==> src/hw/rtl/assert_macros.svh <==
// Assertion macros for the RTL file that carries checks.
`ifndef ASSERT_MACROS_SVH
`define ASSERT_MACROS_SVH

// Check an implication on every rising clock edge outside reset.
`define PNZ_ASSERT(name, clk, rst_n, prop, msg) \
    name: assert property (@(posedge clk) disable iff (!rst_n) prop) else $error(msg);

// Check a property on every rising clock edge, reset included.
`define PNZ_ASSERT_ALWAYS(name, clk, prop, msg) \
    name: assert property (@(posedge clk) prop) else $error(msg);

`endif

==> src/hw/rtl/pnz_ram.sv <==
// Generic single-write, single-read RAM with registered read data.
module pnz_ram #(
    parameter int WIDTH = 8,
    parameter int DEPTH = 256
) (
    input  logic                     clk,
    input  logic                     we,
    input  logic [$clog2(DEPTH)-1:0] waddr,
    input  logic [WIDTH-1:0]         wdata,
    input  logic                     re,
    input  logic [$clog2(DEPTH)-1:0] raddr,
    output logic [WIDTH-1:0]         rdata
);

    logic [WIDTH-1:0] mem [DEPTH];
    logic [WIDTH-1:0] rdata_reg;

    // Write port, then read of the old contents on the same edge.
    always_ff @(posedge clk)
    begin
        if (we)
        begin
            mem[waddr] <= wdata;
        end
        if (re)
        begin
            rdata_reg <= mem[raddr];
        end
    end

    assign rdata = rdata_reg;

endmodule

==> config.mk <==
export PLATFORM = sky130hd
export DESIGN_NAME = pnz_ram
export DESIGN_NICKNAME = d
export VERILOG_FILES = /design/src/hw/rtl/assert_macros.svh /design/src/hw/rtl/pnz_ram.sv
export SDC_FILE = /design/constraint.sdc
export NUM_CORES = 2
export LEC_CHECK = 0
export BUFFER_PORTS_ARGS = -buffer_cell sky130_fd_sc_hd__buf_4
export CORE_MARGIN = 8
export CORE_UTILIZATION = 45
export DETAILED_ROUTE_END_ITERATION = 7
export PLACE_DENSITY = 0.59
export SLEW_MARGIN = 30
export SYNTH_ARGS = -nofsm -noshare
export SYNTH_HDL_FRONTEND = slang
export SYNTH_SLANG_ARGS = --single-unit
==> constraint.sdc <==
create_clock -name clk -period 3.02 [get_ports clk]
set_input_delay 0.151 -clock clk [delete_from_list [all_inputs] [get_ports clk]]
set_output_delay 0.151 -clock clk [all_outputs]
set_load 0.005 [all_outputs]
==> metrics.csv <==
stage,metric,value,unit
flow_run,Max Cap Viol,0,
drt,final wirelength,201,mm
worst_setup_path,CP required,3580,ps
worst_setup_path,critical path launch point type,flip-flop,
pwr,PwrDens,638,nW/um^2
layout,share of cells above drive strength 1,0.293,
synthesis,ys async rst share,0,
sta,actual slew at the worst max-slew pin,965,ps
place,DPL Wire Length,129,mm
synthesis,"Distinct cells, synth",54,
synthesis,syn avg cell area,21.3,um^2
synthesis,post-synth net total,3760,
floorplanning,die area,191000,um^2
layout,register area,61700,um^2
drt,DR pass1 iterations,5,
sta,worst hold margin,68.9,ps
layout,multi-input logic area,16500,um^2
hold_path,HP Class,input pin to flip-flop,
layout,"Area growth, synth to finish",16.3,%
floorplanning,die span in y,437,um
drt,DR iter-0 viols,4413,
synthesis,sequential cell area fraction in the yosys report,0.775,
worst_setup_path,Setup Crit Path Kind,flip-flop to flip-flop,
drt,WL met2,95.6,mm
sta,fin crit share,0.961,
sta,Layout Skew,35.4,ps
pwr,Static Leak,0.0295,uW
synthesis,Syn. warnings,0,
synthesis,"top cells by count, synth","edfxtp_1, mux4_2, nor2_1, mux2i_1, a22oi_1",
sta,RSZ-0062 raised after global routing,false,
synthesis,post-synthesis register bit count,2056,
pwr,VDD IR max,0.000620,V
drt,DR vias,39900,
sta,relative slew slack,0.351,
cts,Clock Path Buffers,3,
place,routability congestion estimate,0.826,
synthesis,dominant synthesized flop cell,edfxtp_1,
cts,CTS Sinks,2056,
floorplanning,Boundary Pins,35,
drt,met3 wire len,15.1,mm
layout,fill cell count,13700,
floorplanning,number of placement rows,154,
drt,wire per inst,29.6,um
sta,Final Max Slew Viols,0,
place,I/O Buffers,34,
cts,CTS tree,done,
drt,highest routed layer,met5,
layout,Finished Layout Cells,6780,
place,cell count after placement,6377,
cts,# Post-CTS Setup Buffers,0,
cts,CTS root buffer,clkbuf_16,
worst_setup_path,Critical Path End Type,flip-flop,
global_route,gr ovfl total,0,
floorplanning,die width,437,um
sta,setup violators final,0,
run_status,outcome,completed,
sta,minimum clock period,2900,ps
synthesis,number of flops mapped to enable cells by yosys,2056,
global_route,largest net degree at the start of global routing,131,
layout,nets,4290,
synthesis,top-count cell post-synth,edfxtp_1,
cts,Worst-path clk slew,60,ps
cts,TritonCTS Buffers,207,
global_route,antenna violations before repair,3,
sta,"Hold Vio Cnt, Final",0,
synthesis,cells after synthesis,3733,
cts,H-Tree Depth,4,
sta,f_max,345,MHz
drt,met1 WL,84.7,mm
sta,Fin Setup TNS,0,ps
synthesis,top cell type's share of synthesized area,0.775,
worst_setup_path,Worst Path Arrival,3460,ps
drt,Vias/cell,5.88,
floorplanning,core box area,176000,um^2
cts,"Clk Latency, worst-skew pair",830,ps
synthesis,"area leader, netlist",edfxtp_1,
global_route,first-pass GRT wire length,290,mm
floorplanning,Initial Util,0.453,
worst_setup_path,reg-to-reg setup timing slack,120,ps
drt,"antenna viol nets, final",0,
layout,Largest register FFs,2048,
global_route,vias in the first global route,40500,
global_route,Tot GR Track Use,0.207,
synthesis,"top cells by area, synth","edfxtp_1, mux4_2, mux2i_1",
drt,drt drc,0,
worst_setup_path,crit path max fanout,1,
synthesis,"Cell Area, Synth",79600,um^2
==> critical path, stage by stage (launching register included) <==
cell	delay [ps]
edfxtp_1	360
mux4_2	520
nor2b_1	150
a211oi_1	290
buf_4	180
nor3_1	40
nor4_1	840
buf_4	230
nor4_1	40
==> placed cells by master, fill, tap and decap left out, types with 22 or more instances in the layout <==
cell type,count
clkbuf_16,211
buf_4,471
buf_12,56
nand3_1,31
nor2b_1,28
clkbuf_1,47
mux2i_1,134
o22ai_1,28
clkinv_1,57
o221ai_1,46
clkinv_2,40
a21oi_1,96
a22oi_1,133
nand2_1,33
edfxtp_1,2056
nor4_1,22
mux4_2,454
nor2_1,278
nor3_1,22
==> cell type report <==
cell class,instances,area share
Tap cell,2340,0.0316
Timing Repair Buffer,554,0.0539
Antenna cell,2,0.0000540
Inverter,2,0.0000810
Multi-Input combinational cell,1442,0.178
Clock inverter,126,0.0108
Sequential cell,2056,0.666
Clock buffer,258,0.0589
==> path summary, 6_finish.rpt <==
path / endpoint / startpoint / cells after the start
worst max-delay path: rdata[7] / mem[77][7] / 8
worst min-delay path: mem[243][3] / waddr[4] / 4
worst max register to register: rdata[7] / mem[77][7] / 8
worst min register to register: rdata[2] / mem[226][2] / 5
==> routing by layer <==
metal | global-route usage | vias up
li1 | - | 16800
met1 | 0.297 | 21300
met2 | 0.328 | 1533
met3 | 0.0396 | 274
met4 | 0.0560 | 2
met5 | 0 | -
==> repair_timing <==
action,4_1_cts,5_1_grt
hold buffers,16,0
resized for setup,0,1
endpoints found under the setup margin,0,1
hold endpoints to repair,734,0
==> where the power goes <==
part	switching, uW	total, uW	internal [uW]	leakage (uW)
logic	1910	3100	1190	0.00788
clock network	10700	24500	13800	0.00315
registers	39.3	31500	31500	0.0185
==> cell families after synthesis <==
family	count (synthesis)	share of synthesized area
DFF	2056	0.775
and+or+nand+nor	466	0.0263
muxes	591	0.146
AOI/OAI and AO/OA	385	0.0342
buffers and inverters	235	0.0183
==> per-stage QoR <==
step	worst slack (ps)	utilization	total power, uW	area, um^2
floorplan	793	-	33600	79600
global placement	-673	0.489	35200	86000
detailed placement	-490	0.489	35200	86000
CTS	74.9	0.526	59500	92600
global route	41.6	0.527	60700	92600
finish	117	0.527	59100	92600
No activity file was read; power rests on OpenSTA's default activity.
